--- src/rtl/wra_pkg.sv ---
// Shared types, constants and command codes of the windowed resample averager.
`default_nettype none
package wra_pkg;

  localparam int unsigned NumComponents = 3;
  localparam int unsigned CountBits     = 16;
  localparam int unsigned AddrWidth     = 3;

  typedef enum logic [1:0] {
    CMD_DATA  = 2'd0,
    CMD_REF   = 2'd1,
    CMD_FLUSH = 2'd2,
    CMD_NONE  = 2'd3
  } cmd_e;

  typedef enum logic {
    REG_HALF_WINDOW = 1'b0,
    REG_UNMAPPED    = 1'b1
  } reg_e;

  typedef enum logic [1:0] {
    ST_IDLE,
    ST_EXEC,
    ST_DIV,
    ST_EMIT
  } state_e;

  typedef struct packed {
    logic [1:0]         command;
    logic [31:0]        item_time;
    logic signed [23:0] value_0;
    logic signed [23:0] value_1;
    logic signed [23:0] value_2;
    logic [2:0]         invalid_in;
  } in_t;

  typedef struct packed {
    logic [31:0]        ref_time;
    logic signed [23:0] mean_0;
    logic signed [23:0] mean_1;
    logic signed [23:0] mean_2;
    logic [2:0]         invalid_out;
    logic [15:0]        sample_count;
    logic               last;
  } out_t;

endpackage
`default_nettype wire

--- src/rtl/wra_div_lane.sv ---
// One divider lane: rounded signed mean of a window sum, one quotient bit per cycle.
`default_nettype none
module wra_div_lane
  import wra_pkg::*;
#(
  parameter int unsigned COUNT_BITS = CountBits
) (
  input  wire logic                           clk_i,
  input  wire logic                           rst_ni,
  input  wire logic                           start_i,
  input  wire logic signed [24+COUNT_BITS-1:0] sum_i,
  input  wire logic [COUNT_BITS-1:0]          count_i,
  output logic                                busy_o,
  output logic signed [23:0]                  mean_o
);

  localparam int unsigned SumW  = 24 + COUNT_BITS;
  localparam int unsigned StepW = $clog2(SumW + 1);

  logic [SumW-1:0]       num_q, num_d;
  logic [COUNT_BITS-1:0] rem_q, rem_d, den_q;
  logic [StepW-1:0]      step_q, step_d;
  logic                  busy_q, busy_d, neg_q;
  logic [SumW-1:0]       mag;
  logic [COUNT_BITS:0]   part, diff;
  logic                  ge;
  logic [23:0]           q24;

  always_comb begin
    mag  = sum_i[SumW-1] ? SumW'(-sum_i) : SumW'(sum_i);
    part = {rem_q, num_q[SumW-1]};
    diff = part - {1'b0, den_q};
    ge   = part >= {1'b0, den_q};
    rem_d  = rem_q;
    num_d  = num_q;
    step_d = step_q;
    busy_d = busy_q;
    if (start_i) begin
      // Adding half the divisor gives round to nearest, ties away from zero.
      num_d  = mag + SumW'(count_i >> 1);
      rem_d  = '0;
      step_d = StepW'(SumW);
      busy_d = (count_i != '0);
      if (count_i == '0) begin
        num_d = '0;
      end
    end else if (busy_q) begin
      rem_d  = ge ? diff[COUNT_BITS-1:0] : part[COUNT_BITS-1:0];
      num_d  = {num_q[SumW-2:0], ge};
      step_d = step_q - StepW'(1);
      busy_d = (step_q != StepW'(1));
    end
  end

  always_ff @(posedge clk_i or negedge rst_ni) begin
    if (!rst_ni) begin
      busy_q <= 1'b0;
      step_q <= '0;
    end else begin
      busy_q <= busy_d;
      step_q <= step_d;
    end
  end

  always_ff @(posedge clk_i) begin
    num_q <= num_d;
    rem_q <= rem_d;
    if (start_i) begin
      den_q <= count_i;
      neg_q <= sum_i[SumW-1];
    end
  end

  assign q24    = num_q[23:0];
  assign busy_o = busy_q;
  assign mean_o = neg_q ? -q24 : q24;

endmodule
`default_nettype wire

--- src/rtl/windowed_resample_average.sv ---
// An item is registered in ST_IDLE and decided in ST_EXEC. A closed window goes on through
// ST_DIV, where the bit-serial divider lanes run (24 + COUNT_BITS quotient bits, one per
// cycle), and then ST_EMIT. An empty second window passes through ST_DIV and ST_EMIT again.
// The block takes no new item until it is through with the last one, and an output stall
// holds it in ST_EMIT. One item is worked at a time.
// Reset clears the window state, the held-sample flag, half_window and the output valid.
`default_nettype none
module windowed_resample_average
  import wra_pkg::*;
#(
  parameter int unsigned COMPONENTS = NumComponents,
  parameter int unsigned COUNT_BITS = CountBits
) (
  input  wire logic                 clk_i,
  input  wire logic                 rst_ni,
  input  wire logic                 in_valid_i,
  output logic                      in_stall_o,
  input  wire in_t                  in_data_i,
  output logic                      out_valid_o,
  input  wire logic                 out_stall_i,
  output out_t                      out_data_o,
  input  wire logic                 psel,
  input  wire logic                 penable,
  input  wire logic                 pwrite,
  input  wire logic [AddrWidth-1:0] paddr,
  input  wire logic [31:0]          pwdata,
  output logic [31:0]               prdata,
  output logic                      pready
);

  localparam int unsigned SumW = 24 + COUNT_BITS;
  localparam logic [COUNT_BITS-1:0] CountMax = '1;
  localparam logic [2:0] UnusedMask = 3'b111 & ~3'((1 << COMPONENTS) - 1);
  localparam logic [2:0] UsedMask   = ~UnusedMask;

  state_e state_q, state_d;

  logic [31:0] hw_q;
  in_t         it_q;

  logic                   open_q, open_d;
  logic [31:0]            ref_q, ref_d;
  logic signed [SumW-1:0] sum_q [COMPONENTS];
  logic signed [SumW-1:0] sum_d [COMPONENTS];
  logic [COUNT_BITS-1:0]  cnt_q, cnt_d;
  logic [2:0]             mask_q, mask_d;
  logic                   held_q, held_d;
  logic [31:0]            htime_q;
  logic signed [23:0]     hval_q [3];
  logic [2:0]             hinv_q;
  logic                   pend2_q, pend2_d;

  logic [31:0]           m_ref_q;
  logic [2:0]            m_inv_q;
  logic [COUNT_BITS-1:0] m_cnt_q;
  logic                  m_last_q;

  out_t out_q;
  logic out_valid_q;

  logic signed [23:0] vin [3];
  logic [32:0] t_ext, ref_ext, ht_ext, hw_ext;
  logic        bef, aft, hbef, haft;
  logic        close1, close2, hold_item, out_free, start;
  logic        cfg_wr;
  logic        lane_busy [COMPONENTS];
  logic signed [23:0] lane_mean [COMPONENTS];
  logic signed [23:0] mean [3];

  // Configuration port.
  assign pready = 1'b1;
  assign cfg_wr = psel && penable && pwrite && (reg_e'(paddr[2]) == REG_HALF_WINDOW);
  assign prdata = (reg_e'(paddr[2]) == REG_HALF_WINDOW) ? hw_q : 32'd0;

  assign vin[0] = it_q.value_0;
  assign vin[1] = it_q.value_1;
  assign vin[2] = it_q.value_2;

  // Window placement, computed one bit wider so nothing wraps.
  always_comb begin
    t_ext   = {1'b0, it_q.item_time};
    ref_ext = {1'b0, ref_q};
    ht_ext  = {1'b0, htime_q};
    hw_ext  = {1'b0, hw_q};
    bef  = (t_ext + hw_ext) < ref_ext;
    aft  = t_ext > (ref_ext + hw_ext);
    hbef = (ht_ext + hw_ext) < t_ext;
    haft = ht_ext > (t_ext + hw_ext);
  end

  // Per-item decision and window state update.
  always_comb begin
    open_d    = open_q;
    ref_d     = ref_q;
    sum_d     = sum_q;
    cnt_d     = cnt_q;
    mask_d    = mask_q;
    held_d    = held_q;
    close1    = 1'b0;
    close2    = 1'b0;
    hold_item = 1'b0;
    if (state_q == ST_EXEC) begin
      case (cmd_e'(it_q.command))
        CMD_DATA: begin
          if (open_q) begin
            if (!bef && !aft) begin
              mask_d = mask_q | (it_q.invalid_in & UsedMask);
              if (cnt_q != CountMax) begin
                cnt_d = cnt_q + COUNT_BITS'(1);
                for (int c = 0; c < COMPONENTS; c++) begin
                  sum_d[c] = sum_q[c] + SumW'(vin[c]);
                end
              end
            end else if (aft) begin
              close1    = 1'b1;
              open_d    = 1'b0;
              hold_item = 1'b1;
            end
          end else begin
            hold_item = 1'b1;
          end
        end
        CMD_REF: begin
          close1 = open_q;
          open_d = 1'b1;
          ref_d  = it_q.item_time;
          cnt_d  = '0;
          mask_d = '0;
          for (int c = 0; c < COMPONENTS; c++) begin
            sum_d[c] = '0;
          end
          if (held_q) begin
            if (haft) begin
              // The held sample lies beyond the new window: it closes empty.
              close2 = 1'b1;
              open_d = 1'b0;
            end else begin
              held_d = 1'b0;
              if (!hbef) begin
                cnt_d  = COUNT_BITS'(1);
                mask_d = hinv_q & UsedMask;
                for (int c = 0; c < COMPONENTS; c++) begin
                  sum_d[c] = SumW'(hval_q[c]);
                end
              end
            end
          end
        end
        CMD_FLUSH: begin
          close1 = open_q;
          open_d = 1'b0;
        end
        default: begin
        end
      endcase
      if (hold_item) begin
        held_d = 1'b1;
      end
    end
  end

  assign out_free = !out_valid_q || !out_stall_i;

  // Next state.
  always_comb begin
    state_d = state_q;
    case (state_q)
      ST_IDLE: if (in_valid_i) state_d = ST_EXEC;
      ST_EXEC: state_d = (close1 || close2) ? ST_DIV : ST_IDLE;
      ST_DIV:  if (!lane_busy[0]) state_d = ST_EMIT;
      ST_EMIT: if (out_free) state_d = pend2_q ? ST_DIV : ST_IDLE;
      default: state_d = ST_IDLE;
    endcase
  end

  // FSM outputs.
  always_comb begin
    in_stall_o = (state_q != ST_IDLE);
    start      = 1'b0;
    pend2_d    = pend2_q;
    case (state_q)
      ST_EXEC: begin
        start   = close1 || close2;
        pend2_d = close1 && close2;
      end
      ST_EMIT: begin
        start = out_free && pend2_q;
        if (out_free) pend2_d = 1'b0;
      end
      default: begin
      end
    endcase
  end

  // Divider lanes, one per component.
  for (genvar c = 0; c < COMPONENTS; c++) begin : g_lane
    logic signed [SumW-1:0] lsum;
    assign lsum = (state_q == ST_EXEC && close1) ? sum_q[c] : '0;
    wra_div_lane #(.COUNT_BITS(COUNT_BITS)) u_lane (
      .clk_i  (clk_i),
      .rst_ni (rst_ni),
      .start_i(start),
      .sum_i  (lsum),
      .count_i((state_q == ST_EXEC && close1) ? cnt_q : '0),
      .busy_o (lane_busy[c]),
      .mean_o (lane_mean[c])
    );
  end

  // Merge the lanes into one result.
  always_comb begin
    for (int c = 0; c < 3; c++) begin
      mean[c] = '0;
    end
    for (int c = 0; c < COMPONENTS; c++) begin
      if (!m_inv_q[c]) mean[c] = lane_mean[c];
    end
  end

  always_ff @(posedge clk_i or negedge rst_ni) begin
    if (!rst_ni) begin
      state_q     <= ST_IDLE;
      hw_q        <= '0;
      open_q      <= 1'b0;
      ref_q       <= '0;
      cnt_q       <= '0;
      mask_q      <= '0;
      held_q      <= 1'b0;
      pend2_q     <= 1'b0;
      out_valid_q <= 1'b0;
      for (int c = 0; c < COMPONENTS; c++) begin
        sum_q[c] <= '0;
      end
    end else begin
      state_q <= state_d;
      if (cfg_wr) hw_q <= pwdata;
      open_q  <= open_d;
      ref_q   <= ref_d;
      sum_q   <= sum_d;
      cnt_q   <= cnt_d;
      mask_q  <= mask_d;
      held_q  <= held_d;
      pend2_q <= pend2_d;
      if (state_q == ST_EMIT && out_free) begin
        out_valid_q <= 1'b1;
      end else if (!out_stall_i) begin
        out_valid_q <= 1'b0;
      end
    end
  end

  always_ff @(posedge clk_i) begin
    if (state_q == ST_IDLE && in_valid_i) it_q <= in_data_i;
    if (hold_item) begin
      htime_q <= it_q.item_time;
      hinv_q  <= it_q.invalid_in;
      for (int c = 0; c < 3; c++) begin
        hval_q[c] <= vin[c];
      end
    end
    if (state_q == ST_EXEC && close1) begin
      m_ref_q  <= ref_q;
      m_cnt_q  <= cnt_q;
      m_inv_q  <= mask_q | ((cnt_q == '0) ? 3'b111 : 3'b000) | UnusedMask;
      m_last_q <= !close2;
    end else if (start) begin
      // Empty window closed by a held sample beyond the new reference.
      m_ref_q  <= it_q.item_time;
      m_cnt_q  <= '0;
      m_inv_q  <= 3'b111;
      m_last_q <= 1'b1;
    end
    if (state_q == ST_EMIT && out_free) begin
      out_q.ref_time    <= m_ref_q;
      out_q.mean_0      <= mean[0];
      out_q.mean_1      <= mean[1];
      out_q.mean_2      <= mean[2];
      out_q.invalid_out <= m_inv_q;
      out_q.sample_count <= (COUNT_BITS > 16 && 32'(m_cnt_q) > 32'd65535) ?
                            16'hFFFF : 16'(m_cnt_q);
      out_q.last        <= m_last_q;
    end
  end

  assign out_valid_o = out_valid_q;
  assign out_data_o  = out_q;

endmodule
`default_nettype wire
--- config.mk ---
export PLATFORM = sky130hd
export DESIGN_NAME = windowed_resample_average
export DESIGN_NICKNAME = d
export VERILOG_FILES = /design/src/rtl/wra_pkg.sv /design/src/rtl/wra_div_lane.sv /design/src/rtl/windowed_resample_average.sv
export SDC_FILE = /design/constraint.sdc
export NUM_CORES = 2
export LEC_CHECK = 0
export BUFFER_PORTS_ARGS = -buffer_cell sky130_fd_sc_hd__buf_4
export CORE_ASPECT_RATIO = 1.4
export CORE_MARGIN = 5
export CORE_UTILIZATION = 63
export DETAILED_ROUTE_END_ITERATION = 16
export MAX_ROUTING_LAYER = met4
export PLACE_DENSITY = 0.82
export RECOVER_POWER = 100
export SLEW_MARGIN = 10
export SYNTH_ARGS = -nofsm -noshare
export SYNTH_HDL_FRONTEND = slang
export SYNTH_SLANG_ARGS = --single-unit
--- constraint.sdc ---
create_clock -name clk_i -period 11.48 [get_ports clk_i]
set_input_delay 2.296 -clock clk_i [delete_from_list [all_inputs] [get_ports clk_i]]
set_output_delay 2.296 -clock clk_i [all_outputs]
set_load 0.1 [all_outputs]
Word-level counts from Yosys, hierarchy flattened
Memory sizes are Yosys's and may differ from the RTL's.
Index checks and enable logic that the tools add are counted.
Word-level totals
  bits in writable memories: 72
  flip-flop bits (word level): 737
  memories: 1
  bits of input ports: 151
  output and inout port bits: 159
  logic and storage cells: 232
Operators by class
  equal/unequal tests: 16
  reduce and logical (&&, ||, !) cells: 38
  bitwise gates (word level): 3
  $add $sub $neg: 22
  muxes and demuxes: 98
  $lt $le $gt $ge: 7
Memory list
  hval_q: words 3, bits a word 24, read ports 3, clocked after memory_dff 0, wr ports 3, RTL line windowed_resample_average.sv:49  | logic signed [23:0] hval_q [3];
Operator list (number)
  2-to-1 mux 120 bit: 6
  2-to-1 mux 40 bit: 15
  case mux 120 bit (2 select lines): 1
  2-to-1 mux 16 bit: 9
  adder 40 x 15 -> 40 bit: 3
  adder 40 x 24 -> 40 bit: 3
  negator 40 bit: 3
  adder 32 x 32 -> 33 bit: 3
  2-to-1 mux 32 bit: 3
  2-to-1 mux 24 bit: 3
  negator 24 bit: 3
  > comparator 32 x 33 -> 1 bit: 2
  less-than comparator 33 x 32 -> 1 bit: 2
  >= comparator 17 x 16 -> 1 bit: 3
  subtractor 16 bit: 3
  2-to-1 mux 6 bit: 6
  2-to-1 mux 1 bit: 35
  zero test 16 bit: 2
  case mux 16 bit (2 select lines): 1
  2-to-1 mux 3 bit: 8
  inequality test 6 x 1 -> 1 bit, second input constant: 3
  subtractor 6 x 1 -> 6 bit, second input constant: 3
  adder 16 x 1 -> 16 bit, second input constant: 1
  inequality test 16 bit, second input constant: 1
  23 further kinds: 62

Longest topological paths before layout
  depth in word-level cells: 15
  mapped depth: 40
  gate-level depth less buffers: 36

By module
A second synthesis with hierarchy kept.
Second synthesis, totals
  cells, all modules: 5833
  area total of the unflattened synthesis: 57141.1 um^2
Modules (own cells, without submodules)
  windowed_resample_average: instances 1, sequential area each 17001.3 um^2, area each 36132.2 um^2, cells an instance 3471
  wra_div_lane at g_lane[2].u_lane: instances 1, sequential area each 2207.1 um^2, area each 7094.3 um^2, cells an instance 797
  wra_div_lane at g_lane[1].u_lane: instances 1, sequential area each 2207.1 um^2, area each 6985.4 um^2, cells an instance 791
  wra_div_lane at g_lane[0].u_lane: instances 1, sequential area each 2207.1 um^2, area each 6929.1 um^2, cells an instance 774

Worst setup path before layout
OpenSTA, ideal clock, no wires.
  kind: input port to flip-flop
  from: input out_stall_i
  to: register m_cnt_q[0], enable pin
  data required time: 11.074 ns
  slack: 0.684 ns
  arrival: 10.390 ns
  library setup time: 0.406 ns
  cell stages on the path: 7
  buffers on the path: 3
  cells stage by stage: a21oi_1 nand2_1 and3_1 buf_2 clkbuf_1 clkbuf_1 inv_1
On the way
  cells in the longest elaborated chain, start to end: 5
RTL lines
  from (decl): RTL line windowed_resample_average.sv:20  | input wire logic out_stall_i,
  zero test 1 bit
  logical OR 1 bit: RTL line windowed_resample_average.sv:162  | assign out_free = !out_valid_q || !out_stall_i;
  logical AND 1 bit: RTL line windowed_resample_average.sv:187  | start = out_free && pend2_q;
  case mux 1 bit (2 select lines): RTL line windowed_resample_average.sv:181  | case (state_q)
  nonzero test 2 bit (no line)
  to (signal assigned): RTL line windowed_resample_average.sv:263  | m_cnt_q <= cnt_q;
  to (decl): RTL line windowed_resample_average.sv:55  | logic [COUNT_BITS-1:0] m_cnt_q;
No other way between the ends.
A chain may end at the register's enable or synchronous reset.

Worst setup path in the final report
  from: register hw_q[13]
  to: register g_lane[1].u_lane.num_q[39], enable pin
On the way
  cells in the longest elaborated chain, start to end: 11
  elaborated cells on any way between the ends: 20
  those cells by class: add/sub (2); order compare (3); mux (10); reduce/logical (5)
RTL lines
  from (decl): RTL line windowed_resample_average.sv:38  | logic [31:0] hw_q;
  from (signal assigned): RTL line windowed_resample_average.sv:236  | if (cfg_wr) hw_q <= pwdata;
  adder 32 x 32 -> 33 bit, on equally long branches: RTL line windowed_resample_average.sv:85, windowed_resample_average.sv:88, windowed_resample_average.sv:86
  less-than comparator 33 x 32 -> 1 bit or > comparator 32 x 33 -> 1 bit (tied branches): RTL line windowed_resample_average.sv:85, windowed_resample_average.sv:86
  zero test 1 bit: RTL line windowed_resample_average.sv:106  | if (!bef && !aft) begin
  logical AND 1 bit: RTL line windowed_resample_average.sv:106
  2-to-1 mux 1 bit: RTL line windowed_resample_average.sv:106
  2-to-1 mux 1 bit: RTL line windowed_resample_average.sv:105  | if (open_q) begin
  case mux 1 bit (2 select lines): RTL line windowed_resample_average.sv:103  | case (cmd_e'(it_q.command))
  2-to-1 mux 1 bit: RTL line windowed_resample_average.sv:102  | if (state_q == ST_EXEC) begin
  logical OR 1 bit (*): RTL line windowed_resample_average.sv:183  | start = close1 || close2;
  case mux 1 bit (2 select lines) (*): RTL line windowed_resample_average.sv:181
  nonzero test 2 bit (no line) (*)
  to (signal assigned): RTL line wra_div_lane.sv:66  | num_q <= num_d;
  to (decl): RTL line wra_div_lane.sv:20  | logic [SumW-1:0] num_q, num_d;
Every way passes the cells marked *; elsewhere a longest branch is shown, timed or not.

==> impl_metrics.tcl <==
set metrics [dict create \
    ff_latch_area_sq_um 22700 \
    synth-simple-area-share 0.143 \
    cp.arrival_ps 10450 \
    synth_cell_types 96 \
    drt-initial-drc-count 3173 \
    worstSkewPairLatency_ps 650 \
    rows 125 \
    p_comb_frac 0.520 \
    dpl.hpwl_um 107000 \
    synthCells 5446 \
    irDropWorstVdd_mv 0.167 \
    synth-compound-area-share 0.182 \
    leakage_nw 24.7 \
    multi_input_area_sq_um 28500 \
    hold_viol 0 \
    fin_ws_ps 1120 \
    die-height_um 353 \
    core_sq_um 83200 \
    status "finished with violations" \
    detail_route.wl_per_cell_um 21.0 \
    postCtsHoldBufs 0 \
    ant_nets 0 \
    worstHoldPathType "flip-flop to flip-flop" \
    yosysWarnings 0 \
    gp_congestion 0.999 \
    htreeDepth 3 \
    area_growth_pct 9.72 \
    max_freq_mhz 96.6 \
    cts_root_buffer "clkbuf_16" \
    r2r_setup_slack_ps 1120 \
    synth_fp_nets 6055 \
    violations "max-capacitance violations, max-slew violations" \
    mappedNetlistArea_sq_um 53000 \
    numPortBuffers 306 \
    cts_resized 0 \
    routed.top_layer "met4" \
    yosysTopAreaCellShare 0.301 \
    mostFrequentLayoutCells "o21ai_0 (559), edfxtp_1 (531), nand2_1 (498)" \
    power_frac_seq 0.318 \
    synth_top_family_by_area "compound AO/OA/AOI/OAI gates" \
    start_util 0.637 \
    via_count 42800 \
    required_ps 11570 \
    finalCritPeriodShare 0.902 \
    cp_cell_sequence "ha_1 -> a211o_1 -> a2111oi_0 -> o21ai_0 -> a221oi_2 -> a21oi_1 -> a31o_2 -> a21o_1 -> xor2_1 -> inv_1 -> ha_1 -> and3_1 -> nand3_1 -> nor3_1 -> a21oi_1 -> o211a_1 -> nand4_1 -> and3_1 -> nand2b_2" \
    clk_pin_slew_worst_paths_ps 60 \
    setup_tns_ps 0 \
    pwr-share-clk 0.162 \
    syn_area_per_cell_sq_um 9.72 \
    grt_pass1_vias 42100 \
    power.switching_mw 7.50 \
    yosys_most_used_dff "edfxtp_1" \
    crit_buf_inv 1 \
    die_area_sq_um 90000 \
    synth_mux_area_frac 0.0211 \
    async_flop_share 0.284 \
    met1_length_um 53300 \
    critPathSlowestCell "and3_1" \
    dp.cells 6662 \
    drv_slew 845 \
    grt_pass1_wl_um 223000 \
    finClkSkew_ps 25.5 \
    tritoncts.num_buffers 81 \
    setup_viol 0 \
    antenna_found_initial 4 \
    max_stage_delay_ps 2000 \
    nets 6275 \
    power_density_nw_per_um2 290 \
    ys_ff_latch 809 \
    slew_headroom -2.47 \
    drc 0 \
    worst_pin_slew_ps 5200 \
    die_x_um 255 \
    post-route-util 0.698 \
    post-place-ws_ps 1750 \
    overflow 0 \
    final.fill_count 6456 \
    mostFrequentLayoutCell "o21ai_0" \
    maxCapViolCount 16 \
    p_int_mw 9.35 \
    synth-edff-count 531 \
    viasPerCell 6.27 \
    synth.largest_area_cell "edfxtp_1" \
    period_needed_ps 10360 \
    wl_um 143000 \
    synth.area.top_cells "edfxtp_1 (30%), dfrtp_1 (11%), ha_1 (11%)" \
    post_cts_buffers 0 \
    crit_type "flip-flop to flip-flop" \
    p_sw_frac 0.445 \
    ios 310 \
    rsz0062_at_grt "no" \
    ctsLongestPathBuffers 3 \
    clock-sinks 809 \
    drive_above_1_share 0.0738 \
    worstPathMaxFanout 71 \
    cts_tree "built" \
    synthXorXnorAreaFrac 0.0825 \
    endpoint_kind "flip-flop" \
    critPathLaunchType "flip-flop" \
    synth_seq_area_share 0.428 \
    dr_wl_met3_um 8820 \
    grt_max_degree 222 \
    path_delay_family "simple AND/OR/NAND/NOR gates" \
    instances_no_fill 6815 \
    track_usage 0.319 \
    yosys.area_share.adder 0.110 \
    drtPass1Iterations 6 \
    wl_met2_um 70700 \
]
==> cells by family after synthesis <==
family                   Yosys count
AO/OA/AOI/OAI                   1541
XOR/XNOR                         499
multiplexers                     103
buffers and inverters            461
AND/OR/NAND/NOR                 1574
adder cells (fa/ha/maj)          458
flip-flops                       809
other                              1
==> stage by stage <==
stage                     power, mW  hold slack, ps  cell area (sq um)
after CTS                      16.9             417              58900
final                          16.8             414              58100
after global routing           18.1             422              58100
after global placement         13.7             400              56200
after detailed placement       14.1             405              56200
after floorplan                11.9             400              53000
==> power groups by stage <==
stage	clock network, mW	logic [mW]	registers [mW]
after floorplan	0	6.70	5.20
after global placement	0	8.45	5.30
after detailed placement	0	8.72	5.34
after CTS	2.77	8.81	5.29
after global routing	2.88	9.78	5.45
final	2.73	8.77	5.35
==> cell usage after synthesis (88+ instances only) <==
cell type	count
inv_1	254
nor2_1	408
nor3_1	88
xnor2_1	233
ha_1	446
xor2_1	266
clkbuf_1	167
nand3_1	107
o21ai_0	555
a21o_1	147
a21oi_1	317
nand2_1	499
dfrtp_1	230
edfxtp_1	531
==> state kept, by name (all words and copies together) (netlist names), 2 cells and up <==
register and count:
out_data_o 124, g_lane.u_lane.num_q 120, sum_q 120, it_q 109
hval_q 72, g_lane.u_lane.rem_q 48, htime_q 32, hw_q 32
m_ref_q 32, ref_q 32, g_lane.u_lane.step_q 18, cnt_q 16
g_lane.u_lane.den_q 16, m_cnt_q 16, g_lane.u_lane.busy_o 3, g_lane.u_lane.neg_q 3
hinv_q 3, m_inv_q 3, mask_q 3, state_q 2
==> path summary, 6_finish.rpt <==
path	startpoint	endpoint	depth (start not counted)
min	m_ref_q[17]	out_data_o[109]	0
max in group asynchronous	rst_ni	sum_q[95]	3
max reg2reg	hw_q[13]	g_lane[1].u_lane.num_q[39]	19
min reg2reg	m_ref_q[17]	out_data_o[109]	0
max	hw_q[13]	g_lane[1].u_lane.num_q[39]	19
min in group asynchronous	rst_ni	hw_q[31]	1
==> worst reg2reg max path, stage by stage (launching register included) <==
cell and delay [ps]:
dfrtp_1 530, ha_1 430, a211o_1 320, a2111oi_0 1020, o21ai_0 740, a221oi_2 580, a21oi_1 200, a31o_2 280
a21o_1 190, xor2_1 290, inv_1 80, ha_1 290, and3_1 140, nand3_1 150, nor3_1 620, a21oi_1 140
o211a_1 250, nand4_1 200, and3_1 2000, nand2b_2 1350
==> metal layers <==
layer | track usage | vias up
met2 | 0.537 | 1549
met4 | 0.194 | 0
met1 | 0.362 | 20400
met5 | - | -
met3 | 0.0369 | 486
li1 | - | 20400
==> cell type report <==
cell class,count,share of cell area
Tap cell,1079,0.0232
Multi-Input combinational cell,4176,0.491
Timing Repair Buffer,342,0.0326
Clock inverter,35,0.00592
Clock buffer,114,0.0404
Sequential cell,809,0.390
Antenna cell,4,0.000172
Inverter,256,0.0165
(Power assumes the default switching activity.)
